### src/zvc_pkg.sv
// shared types, constants and zigzag helpers for the varint codec
package zvc_pkg;

   localparam logic MODE_ENCODE = 1'b0;
   localparam logic MODE_DECODE = 1'b1;

   localparam logic KIND_BYTE  = 1'b0;
   localparam logic KIND_VALUE = 1'b1;

   localparam int unsigned GROUP_BITS = 7;
   localparam logic [3:0] ENC_MAX_CONT = 4'd9;
   localparam logic [3:0] DEC_MAX_IDX  = 4'd9;
   localparam logic [3:0] LIMIT_NARROW = 4'd5;
   localparam logic [3:0] LIMIT_WIDE   = 4'd10;

   typedef struct packed {
      logic        mode;
      logic        is_signed;
      logic        wide;
      logic [63:0] value;
      logic [7:0]  in_byte;
   } zvc_req_type;

   typedef struct packed {
      logic        kind;
      logic [7:0]  out_byte;
      logic        last;
      logic [63:0] decoded_value;
   } zvc_rsp_type;

   // classified work item held in the queue; data is the mapped value
   // for an encode and carries the stream byte in its low bits for a decode
   typedef struct packed {
      logic        mode;
      logic        is_signed;
      logic        wide;
      logic [63:0] data;
   } zvc_cmd_type;

   function automatic logic [63:0] zz_map(input logic [63:0] x, input logic wide);
      logic [31:0] lo;
      begin
         lo = {x[30:0], 1'b0} ^ {32{x[31]}};
         if (wide) begin
            zz_map = {x[62:0], 1'b0} ^ {64{x[63]}};
         end else begin
            zz_map = {32'd0, lo};
         end
      end
   endfunction

   function automatic logic [63:0] zz_unmap(input logic [63:0] x, input logic wide);
      logic [63:0] r;
      begin
         r = {1'b0, x[63:1]} ^ {64{x[0]}};
         if (wide) begin
            zz_unmap = r;
         end else begin
            zz_unmap = {{32{r[31]}}, r[31:0]};
         end
      end
   endfunction

endpackage

### src/zvc_front.sv
// front end: classifies request items and prepares encode values
module zvc_front import zvc_pkg::*; (
   input  zvc_req_type req_item,
   output zvc_cmd_type cmd
);

   logic [63:0] trunc_value;

   always_comb begin
      trunc_value = req_item.wide ? req_item.value : {32'd0, req_item.value[31:0]};
      cmd.mode      = req_item.mode;
      cmd.is_signed = req_item.is_signed;
      cmd.wide      = req_item.wide;
      if (req_item.mode == MODE_ENCODE) begin
         cmd.data = req_item.is_signed ? zz_map(trunc_value, req_item.wide) : trunc_value;
      end else begin
         cmd.data = {56'd0, req_item.in_byte};
      end
   end

endmodule

### src/zvc_queue.sv
// two-entry command queue between front and back ends
module zvc_queue import zvc_pkg::*; (
   input  logic        clock,
   input  logic        reset,
   input  logic        push,
   input  zvc_cmd_type push_cmd,
   output logic        full,
   input  logic        pop,
   output logic        head_valid,
   output zvc_cmd_type head_cmd
);

   zvc_cmd_type entry_ff [2];
   logic       wr_ptr_ff, wr_ptr_in;
   logic       rd_ptr_ff, rd_ptr_in;
   logic [1:0] count_ff, count_in;
   logic       do_push, do_pop;

   assign full       = (count_ff == 2'd2);
   assign head_valid = (count_ff != 2'd0);
   assign head_cmd   = entry_ff[rd_ptr_ff];
   assign do_push    = push && !full;
   assign do_pop     = pop && head_valid;

   always_comb begin
      wr_ptr_in = do_push ? ~wr_ptr_ff : wr_ptr_ff;
      rd_ptr_in = do_pop ? ~rd_ptr_ff : rd_ptr_ff;
      count_in  = count_ff;
      if (do_push && !do_pop) begin
         count_in = count_ff + 2'd1;
      end else if (do_pop && !do_push) begin
         count_in = count_ff - 2'd1;
      end
   end

   always_ff @(posedge clock) begin
      if (reset) begin
         wr_ptr_ff <= 1'b0;
         rd_ptr_ff <= 1'b0;
         count_ff  <= 2'd0;
      end else begin
         wr_ptr_ff <= wr_ptr_in;
         rd_ptr_ff <= rd_ptr_in;
         count_ff  <= count_in;
      end
   end

   always_ff @(posedge clock) begin
      if (do_push) begin
         entry_ff[wr_ptr_ff] <= push_cmd;
      end
   end

endmodule

### src/zvc_back.sv
// back end: byte-serial encoder, decode accumulator and output register
module zvc_back import zvc_pkg::*; (
   input  logic        clock,
   input  logic        reset,
   input  logic        cmd_valid,
   input  zvc_cmd_type cmd,
   output logic        cmd_pop,
   output logic        rsp_valid,
   input  logic        rsp_stall,
   output zvc_rsp_type rsp_data
);

   logic        rsp_valid_ff, rsp_valid_in;
   zvc_rsp_type rsp_data_ff, rsp_data_in;
   logic        enc_busy_ff, enc_busy_in;
   logic [63:0] enc_val_ff, enc_val_in;
   logic [3:0]  enc_cnt_ff, enc_cnt_in;
   logic [63:0] acc_ff, acc_in;
   logic [3:0]  idx_ff, idx_in;

   logic        out_free;
   logic [63:0] enc_cur;
   logic [3:0]  enc_n;
   logic        enc_cont;
   logic [3:0]  dec_k;
   logic [3:0]  dec_limit;
   logic [5:0]  shift_amt;
   logic [63:0] acc_merged;
   logic [63:0] dec_trunc;
   logic [7:0]  dec_byte;

   assign out_free  = !rsp_valid_ff || !rsp_stall;
   assign cmd_pop   = cmd_valid && !enc_busy_ff && out_free;
   assign rsp_valid = rsp_valid_ff;
   assign rsp_data  = rsp_data_ff;

   always_comb begin
      // encoder works on either the held remainder or a fresh command
      enc_cur  = enc_busy_ff ? enc_val_ff : cmd.data;
      enc_n    = enc_busy_ff ? enc_cnt_ff : 4'd0;
      enc_cont = (|enc_cur[63:GROUP_BITS]) && (enc_n < ENC_MAX_CONT);

      dec_byte   = cmd.data[7:0];
      dec_k      = (idx_ff > DEC_MAX_IDX) ? DEC_MAX_IDX : idx_ff;
      dec_limit  = cmd.wide ? LIMIT_WIDE : LIMIT_NARROW;
      shift_amt  = 6'(dec_k) * 6'd7;
      acc_merged = acc_ff | ({57'd0, dec_byte[6:0]} << shift_amt);
      dec_trunc  = cmd.wide ? acc_merged : {32'd0, acc_merged[31:0]};

      rsp_valid_in = rsp_valid_ff && rsp_stall;
      rsp_data_in  = rsp_data_ff;
      enc_busy_in  = enc_busy_ff;
      enc_val_in   = enc_val_ff;
      enc_cnt_in   = enc_cnt_ff;
      acc_in       = acc_ff;
      idx_in       = idx_ff;

      if (out_free && (enc_busy_ff || (cmd_valid && cmd.mode == MODE_ENCODE))) begin
         rsp_valid_in               = 1'b1;
         rsp_data_in.kind           = KIND_BYTE;
         rsp_data_in.decoded_value  = 64'd0;
         if (enc_cont) begin
            rsp_data_in.out_byte = {1'b1, enc_cur[6:0]};
            rsp_data_in.last     = 1'b0;
            enc_busy_in          = 1'b1;
            enc_val_in           = enc_cur >> GROUP_BITS;
            enc_cnt_in           = enc_n + 4'd1;
         end else begin
            rsp_data_in.out_byte = enc_cur[7:0];
            rsp_data_in.last     = 1'b1;
            enc_busy_in          = 1'b0;
         end
      end else if (out_free && cmd_valid) begin
         if (dec_byte[7] && ((dec_k + 4'd1) < dec_limit)) begin
            // continuation byte, nothing to emit yet
            acc_in = acc_merged;
            idx_in = dec_k + 4'd1;
         end else begin
            rsp_valid_in              = 1'b1;
            rsp_data_in.kind          = KIND_VALUE;
            rsp_data_in.out_byte      = 8'd0;
            rsp_data_in.last          = 1'b1;
            rsp_data_in.decoded_value = cmd.is_signed ? zz_unmap(dec_trunc, cmd.wide)
                                                      : dec_trunc;
            acc_in = 64'd0;
            idx_in = 4'd0;
         end
      end
   end

   always_ff @(posedge clock) begin
      if (reset) begin
         rsp_valid_ff <= 1'b0;
         enc_busy_ff  <= 1'b0;
         enc_cnt_ff   <= 4'd0;
         acc_ff       <= 64'd0;
         idx_ff       <= 4'd0;
      end else begin
         rsp_valid_ff <= rsp_valid_in;
         enc_busy_ff  <= enc_busy_in;
         enc_cnt_ff   <= enc_cnt_in;
         acc_ff       <= acc_in;
         idx_ff       <= idx_in;
      end
   end

   always_ff @(posedge clock) begin
      rsp_data_ff <= rsp_data_in;
      enc_val_ff  <= enc_val_in;
   end

endmodule

### src/zigzag_varint_codec.sv
// top level of the zigzag varint codec
// Encodes and decodes 7-bit little-endian varints (32- or 64-bit, optional
// zigzag mapping for signed values). A decode item carries one stream byte;
// it yields a result only on the byte that ends a varint. An encode item
// yields one to ten byte transfers, one per cycle while the output is not
// stalled, and holds the back end until its last byte; this byte-serial
// encoder sets the throughput. Requests go through a two-entry queue in
// front of the back end, so req_stall rises only when that queue is full,
// and results leave through an output register. Decoder state persists
// across interleaved encode items. A request passes through a queue entry
// and then the output register before its first result appears.
module zigzag_varint_codec import zvc_pkg::*; (
   input  logic        clock,
   input  logic        reset,
   input  logic        req_valid,
   output logic        req_stall,
   input  zvc_req_type req_data,
   output logic        rsp_valid,
   input  logic        rsp_stall,
   output zvc_rsp_type rsp_data
);

   zvc_cmd_type front_cmd;
   zvc_cmd_type head_cmd;
   logic        q_full;
   logic        head_valid;
   logic        head_pop;

   assign req_stall = q_full;

   zvc_front u_front (
      .req_item (req_data),
      .cmd      (front_cmd)
   );

   zvc_queue u_queue (
      .clock      (clock),
      .reset      (reset),
      .push       (req_valid),
      .push_cmd   (front_cmd),
      .full       (q_full),
      .pop        (head_pop),
      .head_valid (head_valid),
      .head_cmd   (head_cmd)
   );

   zvc_back u_back (
      .clock     (clock),
      .reset     (reset),
      .cmd_valid (head_valid),
      .cmd       (head_cmd),
      .cmd_pop   (head_pop),
      .rsp_valid (rsp_valid),
      .rsp_stall (rsp_stall),
      .rsp_data  (rsp_data)
   );

endmodule
### config.mk
export PLATFORM = sky130hd
export DESIGN_NAME = zigzag_varint_codec
export DESIGN_NICKNAME = d
export VERILOG_FILES = /design/src/zvc_pkg.sv /design/src/zvc_front.sv /design/src/zvc_queue.sv /design/src/zvc_back.sv /design/src/zigzag_varint_codec.sv
export SDC_FILE = /design/constraint.sdc
export NUM_CORES = 1
export LEC_CHECK = 0
export CAP_MARGIN = 10
export CORE_ASPECT_RATIO = 1.5
export CORE_MARGIN = 10
export CORE_UTILIZATION = 45
export DETAILED_ROUTE_END_ITERATION = 12
export DONT_BUFFER_PORTS = 1
export SYNTH_ARGS = -nofsm -noshare
export SYNTH_HDL_FRONTEND = slang
export SYNTH_SLANG_ARGS = --single-unit
### constraint.sdc
create_clock -name clock -period 8.9 [get_ports clock]
set_input_delay 1.335 -clock clock [delete_from_list [all_inputs] [get_ports clock]]
set_output_delay 1.335 -clock clock [all_outputs]
set_load 0.005 [all_outputs]
==> summary.md <==
| Metric | Value |
|---|---|
| Mapped cell area | 0.0168 mm2 |
| Vias in the first global route | 12,000 |
| Crit path required time | 9.35 ns |
| Data arrival, critical path | 5.69 ns |
| Cts hold-fix bufs | 0 |
| Crit Path Class | reg -> reg |
| Layout Nets | 1,646 |
| PD cells | 352 mW/mm2 |
| GRT Total Usage | 20.6% |
| CP Capture Type | flip-flop |
| Seq/Total Area, Yosys | 52.8% |
| Final Max Slew Viols | 0 |
| Synth Register Bits | 344 |
| Worst slew pin tran | 1.17 ns |
| Antenna violations before repair | 0 |
| Syn_area_per_cell | 10.4 um2 |
| CP Cell Sequence | o21ai_4 -> nand2_4 -> inv_1 -> fa_1 -> inv_1 -> ha_1 -> inv_1 -> fa_1 -> nand2_1 -> o21ba_1 -> a21o_1 -> nand2_1 -> o21ai_0 -> a221oi_1 -> a31oi_1 |
| Synth unique cells | 90 |
| Area growth, synth to finish | 7.69% |
| Detailed-route DRC error count | 0 |
| Global route total overflow | 0 |
| Clock slew seen by the registers of the worst setup and hold paths | 0.07 ns |
| Fin worst setup slack | 3.66 ns |
| Comb power frac | 39.1% |
| Synth async-reset ratio | 0% |
| DRT Pass-1 Iters | 6 |
| Ys Warns | 0 |
| Syn nets | 1,705 |
| Clock Sinks | 344 |
| Final hold vios | 0 |
| Die height | 257 um |
| Largest stage delay on the critical path | 0.96 ns |
| Fin crit period | 5.24 ns |
| Worst hold path type | reg -> reg |
| CTS tree | yes |
| Num rows | 86 |
| Avg Vias per Cell | 5.91 |
| Wire per inst | 23.6 um |
| Clock Power Share | 21.7% |
| DR iter-0 viols | 969 |
| First-pass GRT wire length | 72,900 um |
| Htree depth | 2 |
| Clock Path Buffers | 3 |
| Detailed Route WL | 48,600 um |
| CTS root buf | clkbuf_16 |
| Post_cts resized | 0 |
| Largest net degree at the start of global routing | 99 |
| Cell taking the most area after synthesis | edfxtp_1 |
| Final instance area | 0.0181 mm2 |
| Die W | 178 um |
| CTS buffer count | 35 |
| Core area | 0.0368 mm2 |
| Buf/Inv on CP | 3 |
| Main area contributors after synthesis | edfxtp_1, dfxtp_1, mux2i_1 |
| Vias | 12,200 |
| Top-Level Pins | 155 |
| Worst-skew pair later-pin latency | 0.53 ns |
| Final period util | 58.8% |
| Critical Path Start Type | flip-flop |
| Die ar. | 0.0457 mm2 |
| Main synth FF type | edfxtp_1 |
| Setup-failing EPs final | 0 |
| Ant. Diodes | 0 |
| Sequential fraction of design power | 39.2% |
| Crit Path Max Fanout | 21 |
| Effective utilization at floorplan | 45.7% |
| Internal power | 0.00375 W |
| Port Buffer Count | 0 |
| Switching Fraction | 41.2% |
| Clock Skew | 0.0190 ns |
| Worst VDD drop | 0.164 mV |
| Pre-CTS setup slack | 3.79 ns |
| Post-CTS setup buffers | 0 |
| CP delay by family, top | compound AO/OA/AOI/OAI gates |
| Layout Utilization | 49.2% |
| Placed standard-cell area | 0.0171 mm2 |
| Post-synthesis cell count | 1,612 |
| Routability cong. | 0.921 |
| Switching power | 0.00262 W |
| Post-synth top area share | 35.7% |
| Pleak | 6.22 nW |
| Number of synthesized flops with an enable pin | 200 |
| Max-cap viol count | 0 |
| Headroom to the max-slew limit | 22.2% |
| Remaining antenna violation count | 0 |
| RSZ-0062 raised after global routing | false |
| Post-DP HPWL | 34,700 um |
| Setup TNS | 0 ns |
| Status | completed |
| Share of post-route cells with drive strength above 1 | 9.00% |
| Hold Slack | 0.453 ns |
| Achievable clock frequency | 0.191 GHz |
| Most used cell, CP | inv_1 |
| Max stage delay cell, worst path | fa_1 |
-- synth_stat cells, types with 11 or more instances --
master,instances
a22oi_1,14
edfxtp_1,200
nor3_1,39
dfxtp_1,144
nand2b_1,12
nand3_1,16
a21oi_1,113
nor2_1,200
o21ai_0,115
inv_1,22
a31oi_1,35
a21o_1,13
buf_2,18
a211oi_1,37
mux2i_1,112
ha_1,11
buf_1,15
xnor2_1,84
clkbuf_1,69
nor4_1,16
nand2_1,127
-- logic make-up (layout without fill, tap and decap cells) --
kind of cell | Yosys count | after routing | synth area share (%)
AO/OA/AOI/OAI | 434 | 434 | 16.9
buffers and inverters | 142 | 107 | 3.86
AND/OR/NAND/NOR | 457 | 457 | 11.9
flip-flops | 344 | 344 | 52.8
adder cells (fa/ha/maj) | 14 | 14 | 1.18
XOR/XNOR | 89 | 89 | 4.68
multiplexers | 132 | 132 | 8.58
-- final timing paths --
check	start	end	slack [ns]	cells after the start
hold reg to reg	u_back.acc_ff[1]$_SDFFE_PP0P_	u_back.acc_ff[1]$_SDFFE_PP0P_	0.45	2
hold / removal	u_back.acc_ff[1]$_SDFFE_PP0P_	u_back.acc_ff[1]$_SDFFE_PP0P_	0.45	2
setup reg to reg	u_back.idx_ff[3]$_SDFFE_PP0P_	u_back.rsp_data[52]$_SDFFE_PP0P_	3.66	15
setup / recovery	u_back.idx_ff[3]$_SDFFE_PP0P_	u_back.rsp_data[52]$_SDFFE_PP0P_	3.66	15
-- registers in the layout, indices dropped and copies added (netlist names), 2 cells and up, named ones only --
signal	cells
u_queue.count_ff	2
u_back.enc_cnt_ff	4
u_queue.entry_ff	134
u_back.acc_ff	64
u_back.idx_ff	4
u_back.rsp_data	74
u_back.enc_val_ff	57
-- cell usage in the layout, fill, tap and decap left out, drive strengths merged, types with 16 or more instances in the layout --
master  instances
nor2          202
edfxtp        200
dfxtp         144
nand2         129
o21ai         127
a21oi         119
mux2i         114
xnor2          84
clkbuf         46
nor3           42
a211oi         41
a31oi          37
inv            27
buf            20
nor4           16
nand3          16
-- through the flow --
stage,cells,total power (W)
floorplan,1612,0.00425
global placement,2000,0.00500
detailed placement,2000,0.00503
CTS,2061,0.00642
global route,2061,0.00673
finish,2061,0.00638
-- worst register-to-register path: stages (launching register included) --
cell and delay, ns:
dfxtp_1 0.57, o21ai_4 0.21, nand2_4 0.19, inv_1 0.09
fa_1 0.42, inv_1 0.06, ha_1 0.15, inv_1 0.06
fa_1 0.96, nand2_1 0.17, o21ba_1 0.49, a21o_1 0.20
nand2_1 0.51, o21ai_0 0.78, a221oi_1 0.11, a31oi_1 0.21
-- area by class of cell --
type | count | area, um2
Inverter | 26 | 97.6
Clock buffer | 46 | 937
Fill cell | 3397 | 18700
Sequential cell | 344 | 8900
Tap cell | 484 | 606
Multi-Input combinational cell | 1126 | 7330
Timing Repair Buffer | 20 | 150
Clock inverter | 15 | 103
-- power by group through the flow --
| stage | combinational [W] | sequential (W) | clock (W) |
|---|---|---|---|
| CTS | 0.00250 | 0.00251 | 0.00141 |
| floorplan | 0.00185 | 0.00240 | 0 |
| detailed placement | 0.00249 | 0.00254 | 0 |
| global placement | 0.00246 | 0.00253 | 0 |
| global route | 0.00270 | 0.00256 | 0.00147 |
| finish | 0.00249 | 0.00250 | 0.00138 |
-- metal layers --
metal / track usage [%] / share of wire [%]
met3: 3.97 / 6.2
met1: 21.7 / 35
met4: 9.98 / 4.9
met2: 38.1 / 54
met5: 0 / 0
No activity file was read; power rests on OpenSTA's default activity.
